File: src/design/midi_event_router_cc_decoder_assert.svh
// Assertion macros shared by the RTL files.
// Each file that includes this header must have i_clk and i_rst_n in scope.
`ifndef MIDI_EVENT_ROUTER_CC_DECODER_ASSERT_SVH
`define MIDI_EVENT_ROUTER_CC_DECODER_ASSERT_SVH

`ifndef ASSERT_OFF
`define ASSERT_CLK(name, prop) \
    name: assert property (@(posedge i_clk) disable iff (!i_rst_n) prop) \
        else $error("assertion failed");
`define ASSERT_NEVER(name, cond) \
    name: assert property (@(posedge i_clk) disable iff (!i_rst_n) !(cond)) \
        else $error("forbidden condition seen");
`else
`define ASSERT_CLK(name, prop)
`define ASSERT_NEVER(name, cond)
`endif

`endif

File: src/design/mercd_pkg.sv
package mercd_pkg;

    typedef struct packed {
        logic [7:0] status_byte;
        logic [6:0] first_data;
        logic [6:0] second_data;
    } t_in_item;

    typedef struct packed {
        logic [1:0] result_kind;
        logic [6:0] out_first;
        logic [6:0] out_second;
        logic       last_result;
    } t_out_item;

    typedef struct packed {
        logic      off_first;
        t_out_item res;
    } t_cmd;

    typedef struct packed {
        logic full;
        logic empty;
    } t_q_stat;

    typedef enum logic [1:0] {
        DEC_IDLE = 2'd0,
        DEC_MID  = 2'd1,
        DEC_LOW  = 2'd2
    } t_dec_step;

    localparam logic [1:0] KIND_MONO_ON  = 2'd0;
    localparam logic [1:0] KIND_MONO_OFF = 2'd1;
    localparam logic [1:0] KIND_FORWARD  = 2'd2;
    localparam logic [1:0] KIND_PARAM    = 2'd3;

    localparam logic [3:0] MSG_NOTE_OFF = 4'h8;
    localparam logic [3:0] MSG_NOTE_ON  = 4'h9;
    localparam logic [3:0] MSG_CTRL     = 4'hB;

    localparam logic [1:0] TAG_HEAD_CC  = 2'd0;
    localparam logic [1:0] TAG_MID      = 2'd1;
    localparam logic [1:0] TAG_LOW      = 2'd2;
    localparam logic [1:0] TAG_HEAD_ALT = 2'd3;

    localparam logic REG_MONO_MIN = 1'b0;
    localparam logic REG_TUNNEL   = 1'b1;

    localparam logic [3:0] MONO_MIN_RST = 4'd12;
    localparam logic [6:0] TUNNEL_RST   = 7'd55;

    localparam int CMDQ_DEPTH = 4;
    localparam int CMDQ_AW    = $clog2(CMDQ_DEPTH);

endpackage

File: src/design/mercd_front.sv
`include "midi_event_router_cc_decoder_assert.svh"

module mercd_front (
    input  logic                i_clk,
    input  logic                i_rst_n,
    input  logic                i_push,
    input  mercd_pkg::t_in_item i_item,
    output logic                o_full,
    input  logic [3:0]          i_mono_min,
    input  logic [6:0]          i_tunnel,
    input  mercd_pkg::t_q_stat  i_q_stat,
    output logic                o_enq,
    output mercd_pkg::t_cmd     o_cmd
);
    import mercd_pkg::*;

    logic       accept;
    logic [3:0] msg_type;
    logic       mono;
    logic       dec_hit;
    logic [1:0] tag;
    logic [4:0] field;

    logic [6:0] r_held;
    logic [6:0] n_held;
    t_dec_step  r_step;
    t_dec_step  n_step;
    logic       r_type_bit;
    logic       n_type_bit;
    logic       r_sub_bit;
    logic       n_sub_bit;
    logic [3:0] r_high;
    logic [3:0] n_high;
    logic [4:0] r_mid;
    logic [4:0] n_mid;

    logic       dec_emit;
    t_out_item  dec_res;

    assign o_full   = i_q_stat.full;
    assign accept   = i_push && !i_q_stat.full;
    assign msg_type = i_item.status_byte[7:4];
    assign mono     = (i_item.status_byte[3:0] >= i_mono_min);
    assign dec_hit  = accept && mono && (msg_type == MSG_CTRL)
                      && (i_item.first_data == i_tunnel);
    assign tag      = i_item.second_data[1:0];
    assign field    = i_item.second_data[6:2];

    always_ff @(posedge i_clk) begin
        if (!i_rst_n) begin
            r_held     <= '0;
            r_step     <= DEC_IDLE;
            r_type_bit <= 1'b0;
            r_sub_bit  <= 1'b0;
            r_high     <= '0;
            r_mid      <= '0;
        end else begin
            r_held     <= n_held;
            r_step     <= n_step;
            r_type_bit <= n_type_bit;
            r_sub_bit  <= n_sub_bit;
            r_high     <= n_high;
            r_mid      <= n_mid;
        end
    end

    // tunneled message decoder
    always_comb begin
        n_step     = r_step;
        n_type_bit = r_type_bit;
        n_sub_bit  = r_sub_bit;
        n_high     = r_high;
        n_mid      = r_mid;
        dec_emit   = 1'b0;
        dec_res    = '{result_kind: KIND_PARAM,
                       out_first:   {r_high, r_mid[4:2]},
                       out_second:  {r_mid[1:0], field},
                       last_result: 1'b1};
        if (dec_hit) begin
            case (r_step)
                DEC_MID: begin
                    if (tag == TAG_MID) begin
                        n_mid  = field;
                        n_step = DEC_LOW;
                    end else begin
                        n_step = DEC_IDLE;
                    end
                end
                DEC_LOW: begin
                    n_step   = DEC_IDLE;
                    dec_emit = (tag == TAG_LOW) && !r_type_bit && !r_sub_bit;
                end
                default: begin
                    if (tag == TAG_HEAD_CC || tag == TAG_HEAD_ALT) begin
                        n_type_bit = (tag == TAG_HEAD_ALT);
                        n_sub_bit  = i_item.second_data[6];
                        n_high     = i_item.second_data[5:2];
                        n_step     = DEC_MID;
                    end else begin
                        n_step = DEC_IDLE;
                    end
                end
            endcase
        end
    end

    // route by message type and channel
    always_comb begin
        n_held = r_held;
        o_enq  = 1'b0;
        o_cmd  = '{off_first: 1'b0,
                   res: '{result_kind: KIND_FORWARD,
                          out_first:   i_item.first_data,
                          out_second:  i_item.second_data,
                          last_result: 1'b1}};
        if (accept) begin
            case (msg_type)
                MSG_NOTE_ON: begin
                    o_enq = 1'b1;
                    if (mono) begin
                        o_cmd.off_first       = (i_item.first_data != r_held) && (r_held != '0);
                        o_cmd.res.result_kind = KIND_MONO_ON;
                        o_cmd.res.out_second  = '0;
                        n_held                = i_item.first_data;
                    end
                end
                MSG_NOTE_OFF: begin
                    if (mono) begin
                        if (r_held == i_item.first_data) begin
                            o_enq                 = 1'b1;
                            o_cmd.res.result_kind = KIND_MONO_OFF;
                            o_cmd.res.out_first   = '0;
                            o_cmd.res.out_second  = '0;
                            n_held                = '0;
                        end
                    end else begin
                        o_enq = 1'b1;
                    end
                end
                MSG_CTRL: begin
                    if (mono) begin
                        o_enq     = dec_emit;
                        o_cmd.res = dec_res;
                    end else begin
                        o_enq                 = 1'b1;
                        o_cmd.res.result_kind = KIND_PARAM;
                    end
                end
                default: begin
                    o_enq = 1'b0;
                end
            endcase
        end
    end

    `ASSERT_CLK(a_enq_not_full, o_enq |-> !i_q_stat.full)
endmodule

File: src/design/mercd_cmdq.sv
`include "midi_event_router_cc_decoder_assert.svh"

module mercd_cmdq (
    input  logic               i_clk,
    input  logic               i_rst_n,
    input  logic               i_enq,
    input  mercd_pkg::t_cmd    i_cmd,
    input  logic               i_deq,
    output mercd_pkg::t_cmd    o_cmd,
    output mercd_pkg::t_q_stat o_stat
);
    import mercd_pkg::*;

    t_cmd                 r_mem [CMDQ_DEPTH];
    logic [CMDQ_AW-1:0]   r_wr;
    logic [CMDQ_AW-1:0]   r_rd;
    logic [CMDQ_AW:0]     r_count;
    logic                 do_enq;
    logic                 do_deq;

    assign o_stat.full  = (r_count == (CMDQ_AW+1)'(CMDQ_DEPTH));
    assign o_stat.empty = (r_count == '0);
    assign do_enq       = i_enq && !o_stat.full;
    assign do_deq       = i_deq && !o_stat.empty;
    assign o_cmd        = r_mem[r_rd];

    always_ff @(posedge i_clk) begin
        if (do_enq) begin
            r_mem[r_wr] <= i_cmd;
        end
    end

    always_ff @(posedge i_clk) begin
        if (!i_rst_n) begin
            r_wr    <= '0;
            r_rd    <= '0;
            r_count <= '0;
        end else begin
            if (do_enq) begin
                r_wr <= r_wr + 1'b1;
            end
            if (do_deq) begin
                r_rd <= r_rd + 1'b1;
            end
            if (do_enq && !do_deq) begin
                r_count <= r_count + 1'b1;
            end else if (do_deq && !do_enq) begin
                r_count <= r_count - 1'b1;
            end
        end
    end

    `ASSERT_NEVER(a_count_range, r_count > (CMDQ_AW+1)'(CMDQ_DEPTH))
    `ASSERT_CLK(a_deq_has_data, i_deq |-> !o_stat.empty)
endmodule

File: src/design/mercd_back.sv
`include "midi_event_router_cc_decoder_assert.svh"

module mercd_back (
    input  logic                 i_clk,
    input  logic                 i_rst_n,
    input  mercd_pkg::t_cmd      i_cmd,
    input  mercd_pkg::t_q_stat   i_q_stat,
    output logic                 o_deq,
    input  logic                 i_pop,
    output logic                 o_empty,
    output mercd_pkg::t_out_item o_item
);
    import mercd_pkg::*;

    logic      r_valid;
    logic      n_valid;
    logic      r_phase;
    logic      n_phase;
    t_out_item r_out;
    t_out_item n_out;
    logic      load_ok;

    assign o_empty = !r_valid;
    assign o_item  = r_out;
    assign load_ok = !r_valid || i_pop;

    always_comb begin
        n_valid = r_valid && !i_pop;
        n_phase = r_phase;
        n_out   = r_out;
        o_deq   = 1'b0;
        if (load_ok && !i_q_stat.empty) begin
            n_valid = 1'b1;
            if (i_cmd.off_first && !r_phase) begin
                n_out   = '{result_kind: KIND_MONO_OFF, out_first: '0,
                            out_second: '0, last_result: 1'b0};
                n_phase = 1'b1;
            end else begin
                n_out   = i_cmd.res;
                n_phase = 1'b0;
                o_deq   = 1'b1;
            end
        end
    end

    always_ff @(posedge i_clk) begin
        r_out <= n_out;
    end

    always_ff @(posedge i_clk) begin
        if (!i_rst_n) begin
            r_valid <= 1'b0;
            r_phase <= 1'b0;
        end else begin
            r_valid <= n_valid;
            r_phase <= n_phase;
        end
    end

    `ASSERT_CLK(a_phase_holds_cmd, r_phase |-> !i_q_stat.empty && i_cmd.off_first)
    `ASSERT_CLK(a_early_is_off, r_valid && !r_out.last_result |-> r_out.result_kind == KIND_MONO_OFF)
endmodule

File: src/design/midi_event_router_cc_decoder.sv
// channel  | ports                               | transfer when
// ---------+-------------------------------------+-------------------------------
// events   | push, full, i_data                  | push && !full
// results  | pop, empty, o_data                  | pop && !empty
// config   | psel, penable, pwrite, paddr, pwdata| psel && penable && pwrite
//
// An event is classified in the cycle it is accepted; its command goes into a
// four-entry command queue, and the result stage loads its first result from
// the queue head into the registered result ports. It issues one result per
// cycle while results are popped, so an event with one result sustains one per
// cycle and a mono note on that releases a held note gives a note off result
// first. Reset is synchronous; no clearing pass is needed.
module midi_event_router_cc_decoder (
    input  logic                 i_clk,
    input  logic                 i_rst_n,
    input  logic                 push,
    output logic                 full,
    input  mercd_pkg::t_in_item  i_data,
    output logic                 empty,
    input  logic                 pop,
    output mercd_pkg::t_out_item o_data,
    input  logic                 psel,
    input  logic                 penable,
    input  logic                 pwrite,
    input  logic [2:0]           paddr,
    input  logic [31:0]          pwdata,
    output logic [31:0]          prdata,
    output logic                 pready
);
    import mercd_pkg::*;

    logic [3:0] r_mono_min;
    logic [6:0] r_tunnel;
    logic       cfg_wr;
    logic       enq;
    logic       deq;
    t_cmd       enq_cmd;
    t_cmd       head_cmd;
    t_q_stat    q_stat;

    assign pready = 1'b1;
    assign cfg_wr = psel && penable && pwrite && pready;

    always_ff @(posedge i_clk) begin
        if (!i_rst_n) begin
            r_mono_min <= MONO_MIN_RST;
            r_tunnel   <= TUNNEL_RST;
        end else if (cfg_wr) begin
            if (paddr[2] == REG_MONO_MIN) begin
                r_mono_min <= pwdata[3:0];
            end else begin
                r_tunnel <= pwdata[6:0];
            end
        end
    end

    always_comb begin
        case (paddr[2])
            REG_TUNNEL: prdata = {25'd0, r_tunnel};
            default:    prdata = {28'd0, r_mono_min};
        endcase
    end

    mercd_front u_front (
        .i_clk      (i_clk),
        .i_rst_n    (i_rst_n),
        .i_push     (push),
        .i_item     (i_data),
        .o_full     (full),
        .i_mono_min (r_mono_min),
        .i_tunnel   (r_tunnel),
        .i_q_stat   (q_stat),
        .o_enq      (enq),
        .o_cmd      (enq_cmd)
    );

    mercd_cmdq u_cmdq (
        .i_clk   (i_clk),
        .i_rst_n (i_rst_n),
        .i_enq   (enq),
        .i_cmd   (enq_cmd),
        .i_deq   (deq),
        .o_cmd   (head_cmd),
        .o_stat  (q_stat)
    );

    mercd_back u_back (
        .i_clk    (i_clk),
        .i_rst_n  (i_rst_n),
        .i_cmd    (head_cmd),
        .i_q_stat (q_stat),
        .o_deq    (deq),
        .i_pop    (pop),
        .o_empty  (empty),
        .o_item   (o_data)
    );
endmodule

File: config.mk
export PLATFORM = sky130hd
export DESIGN_NAME = midi_event_router_cc_decoder
export DESIGN_NICKNAME = d
export VERILOG_FILES = /design/src/design/mercd_pkg.sv /design/src/design/mercd_front.sv /design/src/design/mercd_cmdq.sv /design/src/design/mercd_back.sv /design/src/design/midi_event_router_cc_decoder.sv
export VERILOG_INCLUDE_DIRS = /design/src /design/src/design
export SDC_FILE = /design/constraint.sdc
export NUM_CORES = 1
export LEC_CHECK = 0
export BUFFER_PORTS_ARGS = -buffer_cell sky130_fd_sc_hd__buf_2
export CAP_MARGIN = 5
export CORE_MARGIN = 2
export CORE_UTILIZATION = 45
export CTS_CLUSTER_DIAMETER = 200
export DETAILED_ROUTE_END_ITERATION = 16
export MAX_ROUTING_LAYER = met4
export PLACE_DENSITY = 0.76
export SYNTH_ARGS = -nofsm -noshare
export SYNTH_HDL_FRONTEND = slang
export SYNTH_HIERARCHICAL = 1
export SYNTH_SLANG_ARGS = --single-unit
File: constraint.sdc
create_clock -name i_clk -period 3.5 [get_ports i_clk]
set_clock_uncertainty 0.05 [all_clocks]
set_input_delay 0.175 -clock i_clk [delete_from_list [all_inputs] [get_ports i_clk]]
set_output_delay 0.175 -clock i_clk [all_outputs]
set_load 0.005 [all_outputs]
# --- Word level (Yosys, flattened, before mapping) ---
# Memory sizes are Yosys's and may differ from the RTL's. A register that Yosys moved wholly into a read port is not among the register bits.
# Index checks and enable logic that the tools add are counted.
totals:
  output_inout_bits: 52
  ram_bits: 72
  n_memories: 1
  reg_bits: 57
classes:
  mux: 36
  bitwise_logic: 2
  eq_ne: 15
  reduce_logical: 38
  add_sub_neg: 4
  n_lt_le_gt_ge: 1
memory_table:
  columns: ["name", "words", "word_bits", "rd", "rd_ports_with_merged_regs", "write_ports", "line", "rtl"]
  rows:
  - ["u_cmdq.r_mem", 4, 18, 1, 1, 1, "mercd_cmdq.sv:14", "t_cmd r_mem [CMDQ_DEPTH];"]
ops:
  columns: ["operator", "count"]
  rows:
  - ["$mux W7", 5]
  - ["$mux W16", 2]
  - ["$pmux W7 S2", 2]
  - ["$pmux W7 S3", 1]
  - ["$mux W18", 1]
  - ["$logic_and A1 B1 Y1", 16]
  - ["$mux W1", 15]
  - ["$mux W15", 1]
  - ["$eq A7 B7 Y1", 2]
  - ["$eq A4 B4 Y1 const B", 3]
  - ["$logic_not A1 Y1", 9]
  - ["$mux W3", 3]
  - ["$ne A7 B7 Y1", 1]
  - ["$reduce_bool A7 Y1", 1]
  - ["$eq A2 B2 Y1 const B", 3]
  - ["$mux W2", 3]
  - ["$ne A2 B1 Y1 const B", 3]
  - ["$pmux W2 S3", 1]
  - ["$reduce_and A3 Y1", 2]
  - ["$reduce_and A5 Y1", 1]
  - ["$add A2 B1 Y2 const B", 2]
  - ["$eq A2 B1 Y1 const B", 2]
  - ["$ge A4 B4 Y1", 1]
  - ["$pmux W2 S2", 1]
  - ["11 further kinds", 15]

# --- Depth between registers and ports, before layout ---
# Gate-level depths: netlist of the first run.
depth:
  ltp_word: 15
  mapped_depth: 15
  depth_no_buf: 14

# --- Modules after synthesis ---
# Netlist of the first run, hierarchy kept.
by_module_without_submodules:
  columns: ["module", "area_per_inst_um2", "cells_per_inst", "seq_area_each_um2", "n_inst"]
  rows:
  - ["mercd_cmdq", 3091.7, 142, 2342.2, 1]
  - ["mercd_front", 1596.5, 196, 400.4, 1]
  - ["midi_event_router_cc_decoder", 768.2, 85, 220.2, 1]
  - ["mercd_back", 732.0, 47, 550.5, 1]

# --- Least setup slack after synthesis of the first run ---
# No wires, ideal clock.
synth_timing:
  kind: "register -> register"
  start: "register u_cmdq.r_count[0]"
  end: "register u_cmdq.r_count[2]"
  arrival_time_ns: 3.054
  path_stages_with_launch: 15
  slack_ns: 0.326
  path_cell_list: "dfxtp_1 -> nor3b_2 -> nand2b_1 -> nor4_2 -> nand4_1 -> clkbuf_1 -> o41ai_2 -> nor2b_1 -> buf_2 -> ha_1 -> inv_1 -> fa_1 -> xor2_1 -> or3_1 -> a21boi_1"
synth_rtl:
  columns: ["item", "line", "rtl"]
  rows:
  - ["start, declared", "mercd_cmdq.sv:17", "logic [CMDQ_AW:0] r_count;"]
  - ["start signal, assigned", "mercd_cmdq.sv:46", "r_count <= r_count + 1'b1;"]
  - ["start signal, assigned", "mercd_cmdq.sv:48", "r_count <= r_count - 1'b1;"]

# --- Final worst setup path of the first run ---
layout_timing:
  start: "register r_mono_min[0]"
  end: "register u_cmdq.r_count[2]"
layout_between:
  elab_chain_len: 12
  elab_cells_between_ends: 15
  cone_classes: "1 x order compare; 6 x mux; 8 x reduce/logical"
layout_lines:
  columns: ["item", "line", "rtl"]
  rows:
  - ["start, declared", "midi_event_router_cc_decoder.sv:32", "logic [3:0] r_mono_min;"]
  - ["start signal, assigned", "midi_event_router_cc_decoder.sv:50", "r_mono_min <= pwdata[3:0];"]
  - ["$ge A4 B4 Y1 *", "mercd_front.sv:43", "assign mono = (i_item.status_byte[3:0] >= i_mono_min);"]
  - ["$logic_and A1 B1 Y1 (2 in series)", "mercd_front.sv:44", "assign dec_hit = accept && mono && (msg_type == MSG_CTRL)"]
  - ["$logic_and A1 B1 Y1", "mercd_front.sv:45", "&& (i_item.first_data == i_tunnel);"]
  - ["$mux W1", "mercd_front.sv:79", "if (dec_hit) begin"]
  - ["$mux W1", "mercd_front.sv:141", "if (mono) begin"]
  - ["$pmux W1 S3 *", "mercd_front.sv:117", "case (msg_type)"]
  - ["$mux W1 *", "mercd_front.sv:116", "if (accept) begin"]
  - ["named net enq", "midi_event_router_cc_decoder.sv:35", "logic enq;"]
  - ["$logic_and A1 B1 Y1 *", "mercd_cmdq.sv:23", "assign do_enq = i_enq && !o_stat.full;"]
  - ["$logic_not A1 Y1", "mercd_cmdq.sv:47", "end else if (do_deq && !do_enq) begin"]
  - ["$logic_and A1 B1 Y1", "mercd_cmdq.sv:47", null]
  - ["$reduce_bool A2 Y1 (no source line)", null, null]
# The timed path passes the listed nets; every way through them passes the cells marked *.
# A chain may end at the register's enable or synchronous reset.

==> impl_metrics.csv, run 1 <==
group,metric,value,unit
clocking,clk_pin_slew,60,ps
synthesis,seq_area_frac_synth,56.77,%
finish,layout.nets,623,
global_routing,grt_pass1_wl,19.23,mm
setup_path,path_class,"flip-flop to flip-flop",
flow_run,maxCapViolations,0,
timing,tightest_slew,612.6,ps
placed_design,numPortBuffers,62,
floorplan,die_h,121.3,um
timing,relSlewSlack,59.16,%
routing,drc_errors,0,
power_and_ir_drop,internal_power,2.849,mW
setup_path,cp_slowest_cell,"a2111o_1",
floorplan,initial_core_util,46.36,%
timing,max_freq,0.3030,GHz
placed_design,gp_congestion,0.8455,
global_routing,grtUsageTotal,17.88,%
setup_path,cp-start-kind,"flip-flop",
clocking,insertion_delay,410,ps
power_and_ir_drop,p_clk_share,44.3,%
setup_path,end_kind,"flip-flop",
clocking,numCtsBuffers,17,
timing,maxSlewViolCount,0,
routing,drtPass1Iterations,6,
routing,routedWlPerCell,16.42,um
timing,period_share,94.28,%
finish,syn_to_final_growth,15.85,%
power_and_ir_drop,ir_drop,254.0,uV
synthesis,synthCells,470,
worst_hold_path,min_path_cells,3,
clocking,clk_path_buf_depth,2,
synthesis,synthTopCellsByArea,"edfxtp_1 (43%), dfxtp_1 (14%), mux4_2 (6.6%), buf_4 (3.5%), mux2i_1 (3.4%)",
setup_path,path_cells,"ha_1 -> nand2b_1 -> a2111o_1 -> nand2_1 -> o311ai_0 -> o41ai_2 -> nor2b_2 -> ha_1 -> inv_1 -> fa_1 -> xor2_1 -> or3_1 -> a21boi_1",
power_and_ir_drop,combPwrFrac,8.8,%
clocking,cts_max_level,4,
synthesis,yosys.area.top_type,"edfxtp_1",
floorplan,ios,116,
timing,finalHoldViolCount,0,
power_and_ir_drop,switching_share,23.38,%
clocking,clock-sinks,131,
timing,setup_viol,0,
synthesis,yosysWarnings,6,
synthesis,synth_top_family_by_area,"simple AND/OR/NAND/NOR gates",
synthesis,synth_edf_count,89,
routing,antenna_left,0,
power_and_ir_drop,power,3.719,mW
floorplan,die_area,14710,sq um
timing,rsz0062_at_grt,"false",
clocking,cts-root-buf,"clkbuf_16",
floorplan,die_x,121.3,um
routing,num_vias,3838,
setup_path,cp.required,3800,ps
global_routing,grt_pass1_vias,3818,
routing,wl,12.03,mm
floorplan,coreArea,13350,sq um
synthesis,synth-compound-area-share,6.793,%
synthesis,synth.mux.area_fraction,10.68,%
synthesis,ys_types,54,
placed_design,post-dp-hpwl,8.253,mm
floorplan,num_rows,42,
synthesis,synthSimpleGateAreaFrac,12.78,%
synthesis,synthArstFlopShare,0,%
power_and_ir_drop,pwr-share-seq,46.9,%
finish,antenna_cells,0,
global_routing,grt_antenna_before_repair,0,
synthesis,syn-cell-area,6188,sq um
routing,routed_via_density,5.236,
power_and_ir_drop,p_leak,2.669,nW
setup_path,cp_max_fo,6,
setup_path,crit_top_cell,"ha_1",
setup_path,crit_buf_inv,1,
status,outcome,"finished clean",
timing,fin_tns_setup,0,ps
synthesis,synth_seq_cells,131,
synthesis,synth_top_area_share,43.19,%
setup_path,path_depth,13,
worst_hold_path,worstHoldPathType,"input port to flip-flop",
power_and_ir_drop,p_per_area,518.7,nW/um^2
synthesis,synth_ff_type,"edfxtp_1",
synthesis,synth-xor-area-share,2.548,%
global_routing,grt-ovfl-total,0,
clocking,cts_setup_buffers,0,
synthesis,synth.most_common_cell,"edfxtp_1",
setup_path,r2r_cells,13,
finish,drive_gt1_share,26.03,%
timing,fin_crit,3300,ps
global_routing,grt_start_max_net_pins,43,
setup_path,cp_data_arrival_time,3600,ps
synthesis,synth_fa_ha_area_share,3.154,%
synthesis,synthTopCellsByCount,"edfxtp_1 (89), dfxtp_1 (42), nand2_1 (37)",
power_and_ir_drop,p_sw,0.8696,mW
setup_path,critPathTopFamily,"compound AO/OA/AOI/OAI gates",
synthesis,postSynthAreaPerCell,13.17,sq um
routing,drtIter0Drc,415,
setup_path,max_stage_delay,490,ps
clocking,tritoncts,"done",
==> power groups by stage <==
stage / logic [mW] / registers, mW / clock network [mW]
after global placement: 0.305 / 1.77 / 0
after floorplan: 0.212 / 1.78 / 0
after global routing: 0.365 / 1.75 / 1.75
after CTS: 0.328 / 1.75 / 1.68
after detailed placement: 0.318 / 1.78 / 0
final: 0.326 / 1.74 / 1.65
==> worst min-delay path: cells and delay by family <==
family | cells | cell delay [ps]
simple gates | 1 | 60
buf+inv | 1 | 130
mux | 1 | 60
==> cells in the final DEF (no fill, tap or decap), types with 11 or more instances in the layout <==
master     netlist  final
nor2b_1         16     15
buf_4           29     13
dfxtp_1         42     42
clkbuf_16        0     17
and2_1          29     29
inv_1           16     16
mux2i_1         21     21
ha_1            14     14
buf_2            5     62
o21ai_0         11     11
a21oi_1         15     15
xor2_1          13     13
conb_1           3     27
nand2_1         37     37
edfxtp_1        89     89
nand4_1         12     12
mux4_2          18     18
==> final timing paths <==
path                          startpoint  slack, ps                             end
max reg2reg   r_mono_min[0]$_SDFFE_PN0P_        200  u_cmdq/r_count[2]$_SDFFE_PN0P_
min reg2reg  u_back/r_phase$_SDFFE_PN0P_        420     u_back/r_phase$_SDFFE_PN0P_
min                           i_data[13]         20  u_front/r_held[6]$_SDFFE_PN0P_
max           r_mono_min[0]$_SDFFE_PN0P_        200  u_cmdq/r_count[2]$_SDFFE_PN0P_
==> routing by layer <==
metal / GRT usage [%] / vias to the layer above / wire (um)
met1: 21.08 / 1855 / 4952
met2: 30.20 / 153 / 6174
li1: - / 1810 / -
met4: 7.184 / 0 / 189
met5: - / - / 0
met3: 3.571 / 20 / 716
==> cell families (layout without fill, tap and decap cells) <==
group	count (synthesis)	in the layout
AND/OR/NAND/NOR	137	137
flip-flops	131	131
buffers and inverters	68	131
AO/OA/AOI/OAI	55	55
multiplexers	43	43
XOR/XNOR	18	18
adder cells (fa/ha/maj)	15	15
other	3	27
==> registers in the layout, indices dropped and copies added (netlist names), 2 cells and up, named ones only <==
signal,cells
r_mono_min,4
u_front/r_high,4
u_cmdq/r_count,3
u_cmdq/r_wr,2
u_cmdq/r_mem,72
u_back/o_item,17
u_front/r_step,2
u_front/r_held,7
u_front/r_mid,5
r_tunnel,7
u_cmdq/r_rd,2
==> metrics by stage <==
stage / hold WS, ps / cells / cell area [sq um] / worst slack, ps / utilization (%)
finish: 15.32 / 733 / 7169 / 200.1 / 53.71
global route: 10.13 / 733 / 7169 / 24.15 / 53.71
CTS: 0.4205 / 733 / 7167 / 180.2 / 53.69
detailed placement: 384.7 / 693 / 6528 / 219.1 / 48.90
global placement: 382.7 / 693 / 6528 / 302.0 / 48.90
floorplan: 242.5 / 494 / 6279 / 326.4 / -
==> repair_timing <==
action,4_1_cts,5_1_grt
hold endpoints to repair,10,0
setup endpoints to repair,0,1
hold buffers,8,0
resized for setup,0,1
==> layout make-up <==
cell class	count	area [sq um]
Fill cell	1139	6178
Inverter	16	60.06
Timing Repair Buffer	83	488.0
Clock inverter	14	130.1
Tap cell	176	220.2
Multi-Input combinational cell	295	2328
Sequential cell	131	3513
Clock buffer	18	429.2
Note: power is estimated with default switching activity, not from simulation.
==> run 2: changes to the inputs <==
Settings changed: PLACE_DENSITY 0.76 to 0.78.
Clock period 3.5 ns to 2.9 ns, I/O delays scaled along.
==> impl_metrics.csv, run 2 (same netlist as run 1, synthesis figures left out) <==
group,metric,value,unit
placed_design,numPortBuffers,62,
setup_path,path_class,"flip-flop to flip-flop",
global_routing,grt-ovfl-total,0,
power_and_ir_drop,p_clk_share,42.7,%
clocking,numCtsBuffers,17,
setup_path,path_cells,"ha_1 -> nand2b_1 -> a2111o_1 -> nand3_1 -> o311ai_1 -> o41ai_2 -> nor2b_4 -> ha_4 -> inv_1 -> fa_2 -> xor2_1 -> or3_1 -> a21boi_2",
finish,top_register,"u_cmdq/r_mem",
timing,fin_tns_setup,-7.719,ps
worst_hold_path,worstHoldPathType,"input port to flip-flop",
finish,syn_to_final_growth,19.94,%
routing,antenna_left,0,
finish,seqCellArea,3516,sq um
routing,drtPass1Iterations,5,
floorplan,ios,116,
power_and_ir_drop,combPwrFrac,9.7,%
floorplan,num_rows,42,
global_routing,grt_start_max_net_pins,31,
global_routing,grt_pass1_vias,3979,
finish,n_fill_cell,1081,
setup_path,critPathTopFamily,"simple AND/OR/NAND/NOR gates",
finish,final_cell_mix,"edfxtp_1 (89), buf_2 (62), dfxtp_1 (40)",
timing,finalHoldViolCount,0,
global_routing,grt_antenna_before_repair,0,
placed_design,dp_cells,705,
timing,max_freq,0.3439,GHz
power_and_ir_drop,switching_share,23.26,%
finish,multi_input_area,2362,sq um
clocking,cts_max_level,4,
global_routing,grt_pass1_wl,19.44,mm
clocking,tritoncts,"done",
clocking,insertion_delay,410,ps
flow_run,maxCapViolations,0,
setup_path,cp_max_fo,3,
power_and_ir_drop,p_per_area,595.9,nW/um^2
clocking,clk_pin_slew,60,ps
finish,final_common_cell,"edfxtp_1",
timing,tightest_slew,806.4,ps
setup_path,max_stage_delay,410,ps
setup_path,cp.required,3190,ps
timing,fin_crit,2908,ps
timing,relSlewSlack,44.85,%
power_and_ir_drop,p_sw,1.029,mW
routing,drc_errors,0,
power_and_ir_drop,pwr-share-seq,47.6,%
floorplan,initial_core_util,46.36,%
finish,largest_reg_flops,72,
finish,antenna_cells,0,
timing,rsz0062_at_grt,"true",
clocking,clk_path_buf_depth,2,
floorplan,die_area,14710,sq um
timing,maxSlewViolCount,0,
floorplan,die_x,121.3,um
clocking,cts-root-buf,"clkbuf_16",
routing,routed_via_density,5.135,
power_and_ir_drop,p_leak,2.777,nW
status,violations,"setup timing",
global_routing,grtUsageTotal,18.05,%
finish,drive_gt1_share,28.23,%
power_and_ir_drop,ir_drop,492.9,uV
routing,wl,11.83,mm
timing,setup_viol,1,
timing,finalWorstSetupSlack,-7.719,ps
setup_path,end_kind,"flip-flop",
timing,period_share,100.3,%
finish,layout.nets,647,
routing,drtIter0Drc,296,
power_and_ir_drop,internal_power,3.394,mW
status,outcome,"complete, but fails checks",
clocking,clock-sinks,131,
floorplan,die_h,121.3,um
placed_design,post-dp-hpwl,8.168,mm
setup_path,cp_data_arrival_time,3200,ps
routing,num_vias,3887,
setup_path,cp_slowest_cell,"a2111o_1",
finish,final_cells,757,
setup_path,crit_buf_inv,1,
setup_path,cp-start-kind,"flip-flop",
floorplan,coreArea,13350,sq um
placed_design,gp_congestion,0.8964,
routing,routedWlPerCell,15.63,um
run 2: changes by cell type in the layout (fill, tap and decap cells not counted), moves of 2 or more:
cell           before  now
dlygate4sd3_1       8   19
buf_4              13   23
buf_12              0    3
dfxtp_1            42   40
dfxtp_2             0    2
run 2: repair_timing:
item,CTS,global route
setup endpoints to repair,1,1
buffers inserted,1,0
resized for setup,2,1
hold buffers,19,0
pin swaps,1,0
hold endpoints to repair,24,0
run 2: worst paths after layout:
path              slack (ps)                         from                              to  cells past startpoint
setup / recovery          -8   r_mono_min[0]$_SDFFE_PN0P_  u_cmdq/r_count[2]$_SDFFE_PN0P_                     13
hold / removal            50                          pop       u_back/r_valid$_SDFF_PN0_                      3
setup reg to reg          -8   r_mono_min[0]$_SDFFE_PN0P_  u_cmdq/r_count[2]$_SDFFE_PN0P_                     13
hold reg to reg          400  u_back/r_phase$_SDFFE_PN0P_     u_back/r_phase$_SDFFE_PN0P_                      2
run 2: area by class of cell:
type                    count  share of cell area, %
clock buffers              20                  6.018
repair buffers            107                  9.879
multi-input cells         295                  31.83
well taps                 176                  2.967
flip-flops and latches    131                  47.37
clock inverters            12                  1.129
inverters                  16                 0.8092
run 2: power groups by stage:
stage	Sequential [mW]	Combinational, mW	Clock, mW
final	2.10	0.431	1.89
after global routing	2.11	0.482	2.01
after CTS	2.10	0.433	1.93
after detailed placement	2.14	0.409	0
after global placement	2.14	0.396	0
after floorplan	2.15	0.262	0
run 2: metrics by stage:
step | utilization, % | hold slack (ps) | total power, mW | cell area [sq um] | worst slack [ps]
4_1_cts | 55.58 | 14.07 | 4.464 | 7418 | -28.63
6_report | 55.61 | 52.83 | 4.423 | 7422 | -7.719
2_1_floorplan | - | 212.5 | 2.415 | 6319 | 33.85
3_3_place_gp | 50.07 | 342.7 | 2.536 | 6683 | -2.572
5_1_grt | 55.61 | 28.96 | 4.598 | 7422 | -158.5
3_5_place_dp | 50.07 | 349.1 | 2.551 | 6683 | -124.0
run 2: metal layers:
metal | share of wire, % | track usage (%) | up-vias
li1 | - | - | 1860
met1 | 42 | 21.29 | 1855
met2 | 51 | 29.46 | 149
met3 | 5.7 | 5.451 | 23
met4 | 1.5 | 6.466 | 0
met5 | 0 | - | -
run 2: worst reg2reg max path: stages, from the launching register on:
cell and delay [ps]:
dfxtp_1 310, ha_1 270, nand2b_1 140, a2111o_1 410, nand3_1 110, o311ai_1 110, o41ai_2 70, nor2b_4 240
ha_4 150, inv_1 50, fa_2 330, xor2_1 160, or3_1 320, a21boi_2 140
==> run 3: changes to the inputs <==
Settings changed: CELL_PAD_IN_SITES_DETAIL_PLACEMENT from default to 0, CELL_PAD_IN_SITES_GLOBAL_PLACEMENT from default to 2, CORE_UTILIZATION 45 to 34, PLACE_DENSITY 0.78 to 0.85, SETUP_SLACK_MARGIN from default to 0.02.
==> impl_metrics.csv, run 3 (same netlist as run 1, synthesis figures left out) <==
group,metric,value,unit
setup_path,end_kind,"flip-flop",
routing,routedWlPerCell,15.68,um
timing,finalWorstSetupSlack,-62.74,ps
setup_path,path_cells,"ha_4 -> nand2b_4 -> a2111o_1 -> nand2_2 -> o311ai_4 -> o41ai_2 -> nor2b_1 -> buf_4 -> ha_4 -> inv_1 -> fa_2 -> xor2_1 -> or3_1 -> a21boi_1",
global_routing,grtUsageTotal,13.89,%
clocking,clock-sinks,131,
setup_path,timing.rr.end,"u_cmdq/r_count[2]$_SDFFE_PN0P_",
setup_path,path_depth,14,
setup_path,crit_buf_inv,2,
routing,drtIter0Drc,305,
setup_path,cp.required,3200,ps
routing,wl,12.73,mm
status,outcome,"complete, but fails checks",
power_and_ir_drop,internal_power,3.710,mW
placed_design,post-dp-hpwl,8.856,mm
power_and_ir_drop,switching_share,22.03,%
setup_path,cp_data_arrival_time,3260,ps
floorplan,die_x,138.9,um
timing,rsz0062_at_grt,"true",
global_routing,grt_pass1_vias,3897,
flow_run,maxCapViolations,0,
routing,routed_via_density,4.805,
floorplan,ios,116,
timing,setup_viol,1,
power_and_ir_drop,pwr-share-seq,44.2,%
placed_design,gp_congestion,0.8229,
setup_path,cp-start-kind,"flip-flop",
routing,num_vias,3902,
clocking,clk_pin_slew,60,ps
placed_design,placed_cell_area,6782,sq um
finish,design_area,7645,sq um
finish,n_fill_cell,1683,
finish,final_cell_mix,"edfxtp_1 (89), buf_2 (62), dfxtp_1 (39)",
setup_path,r2r-start,"r_mono_min[0]$_SDFFE_PN0P_",
power_and_ir_drop,p_clk_share,46.5,%
floorplan,die_area,19300,sq um
power_and_ir_drop,combPwrFrac,9.3,%
finish,final_common_cell,"edfxtp_1",
setup_path,cp_slowest_cell,"a2111o_1",
floorplan,num_rows,49,
timing,fin_crit,2963,ps
finish,syn_to_final_growth,23.53,%
routing,met2WireLength,6.373,mm
clocking,tritoncts,"done",
finish,layout.nets,649,
setup_path,cp_max_fo,3,
timing,period_share,102.2,%
setup_path,max_stage_delay,470,ps
floorplan,initial_core_util,34.57,%
setup_path,setup.worst_path.end,"u_cmdq/r_count[2]$_SDFFE_PN0P_",
finish,largest_reg_flops,72,
setup_path,path_class,"flip-flop to flip-flop",
clocking,cts-root-buf,"clkbuf_16",
timing,tightest_slew,658.0,ps
setup_path,reg2reg_slack,-60,ps
power_and_ir_drop,p_leak,2.853,nW
power_and_ir_drop,p_sw,1.048,mW
setup_path,crit_top_cell,"ha_4",
routing,drtPass1Iterations,5,
clocking,insertion_delay,410,ps
routing,drc_errors,0,
routing,m1WireLength,5.528,mm
power_and_ir_drop,p_per_area,622.4,nW/um^2
setup_path,critPathLaunch,"r_mono_min[0]$_SDFFE_PN0P_",
power_and_ir_drop,ir_drop,407.8,uV
floorplan,coreArea,17900,sq um
clocking,clk_path_buf_depth,2,
timing,whs,24.93,ps
worst_hold_path,worstHoldPathType,"input port to flip-flop",
timing,finalHoldViolCount,0,
finish,drive_gt1_share,29.85,%
global_routing,grt_start_max_net_pins,31,
finish,top_register,"u_cmdq/r_mem",
timing,maxSlewViolCount,0,
routing,met3_length,682,um
setup_path,critPathTopFamily,"compound AO/OA/AOI/OAI gates",
routing,antenna_left,0,
status,violations,"setup timing",
global_routing,grt_antenna_before_repair,0,
finish,antenna_cells,0,
global_routing,grt_pass1_wl,20.12,mm
clocking,cts_max_level,4,
placed_design,numPortBuffers,62,
setup_path,r2r_cells,14,
routing,top_layer,"met4",
global_routing,grt-ovfl-total,0,
floorplan,die_h,138.9,um
timing,max_freq,0.3375,GHz
clocking,numCtsBuffers,17,
timing,relSlewSlack,55.99,%
run 3: cell count changes in the layout (fill, tap and decap cells not counted), sizes merged:
cell,delta
clkinvlp,-2
inv,-1
clkinv,-1
bufinv,+3
dlygate4sd3,-2
clkbuf,+1
buf,+4
run 3: how the worst min path moves through the flow:
stage	startpoint	endpoint	slack, ps	cells past startpoint
floorplan	i_rst_n	u_back/r_valid$_SDFF_PN0_	210	1
global placement	pwdata[6]	r_tunnel[6]$_SDFFE_PN0P_	340	3
detailed placement	pwdata[6]	r_tunnel[6]$_SDFFE_PN0P_	360	3
CTS	i_data[5]	u_front/r_high[3]$_SDFFE_PN0P_	2	3
global route	pop	u_back/r_valid$_SDFF_PN0_	10	3
finish	i_data[11]	u_front/r_held[4]$_SDFFE_PN0P_	20	3
run 3: cell type report:
class / instances / area, sq um / share of cell area, %
flip-flops and latches: 131 / 3517 / 46.01
multi-input cells: 295 / 2405 / 31.46
repair buffers: 109 / 755.7 / 9.885
clock buffers: 21 / 470.5 / 6.154
well taps: 229 / 286.5 / 3.748
clock inverters: 11 / 150.1 / 1.964
inverters: 16 / 60.06 / 0.7856
run 3: per-stage QoR:
stage	setup TNS, ps	power, mW	instances	utilization (%)	worst slack (ps)
after detailed placement	-66.04	2.563	760	37.88	-66.04
after global routing	-179.2	4.951	812	42.70	-179.2
after global placement	0	2.548	760	37.88	7.459
final	-62.74	4.758	812	42.70	-62.74
after floorplan	0	2.415	494	-	33.85
after CTS	-114.2	4.796	809	42.30	-114.2
run 3: layer usage:
metal / vias to the layer above / global-route usage (%)
li1: 1866 / -
met1: 1891 / 16.96
met2: 131 / 22.19
met3: 14 / 3.833
met4: 0 / 5.104
met5: - / -
run 3: power groups by stage:
stage	clock [mW]	sequential, mW	combinational, mW
6_report	2.21	2.10	0.445
5_1_grt	2.35	2.11	0.494
4_1_cts	2.25	2.10	0.440
3_5_place_dp	0	2.14	0.420
3_3_place_gp	0	2.14	0.409
2_1_floorplan	0	2.15	0.262
run 3: worst register-to-register path, cell delays in order (launching register included):
cell and delay, ps:
dfxtp_2 350, ha_4 190, nand2b_4 130, a2111o_1 470
nand2_2 120, o311ai_4 100, o41ai_2 60, nor2b_1 170
buf_4 140, ha_4 120, inv_1 50, fa_2 340
xor2_1 160, or3_1 320, a21boi_1 120
run 3: what timing repair did:
action	4_1_cts	5_1_grt
setup endpoints to repair	1	2
setup buffers	0	3
hold endpoints to repair	24	0
gates resized for setup	0	7
pin swaps	0	4
hold buffers	17	0
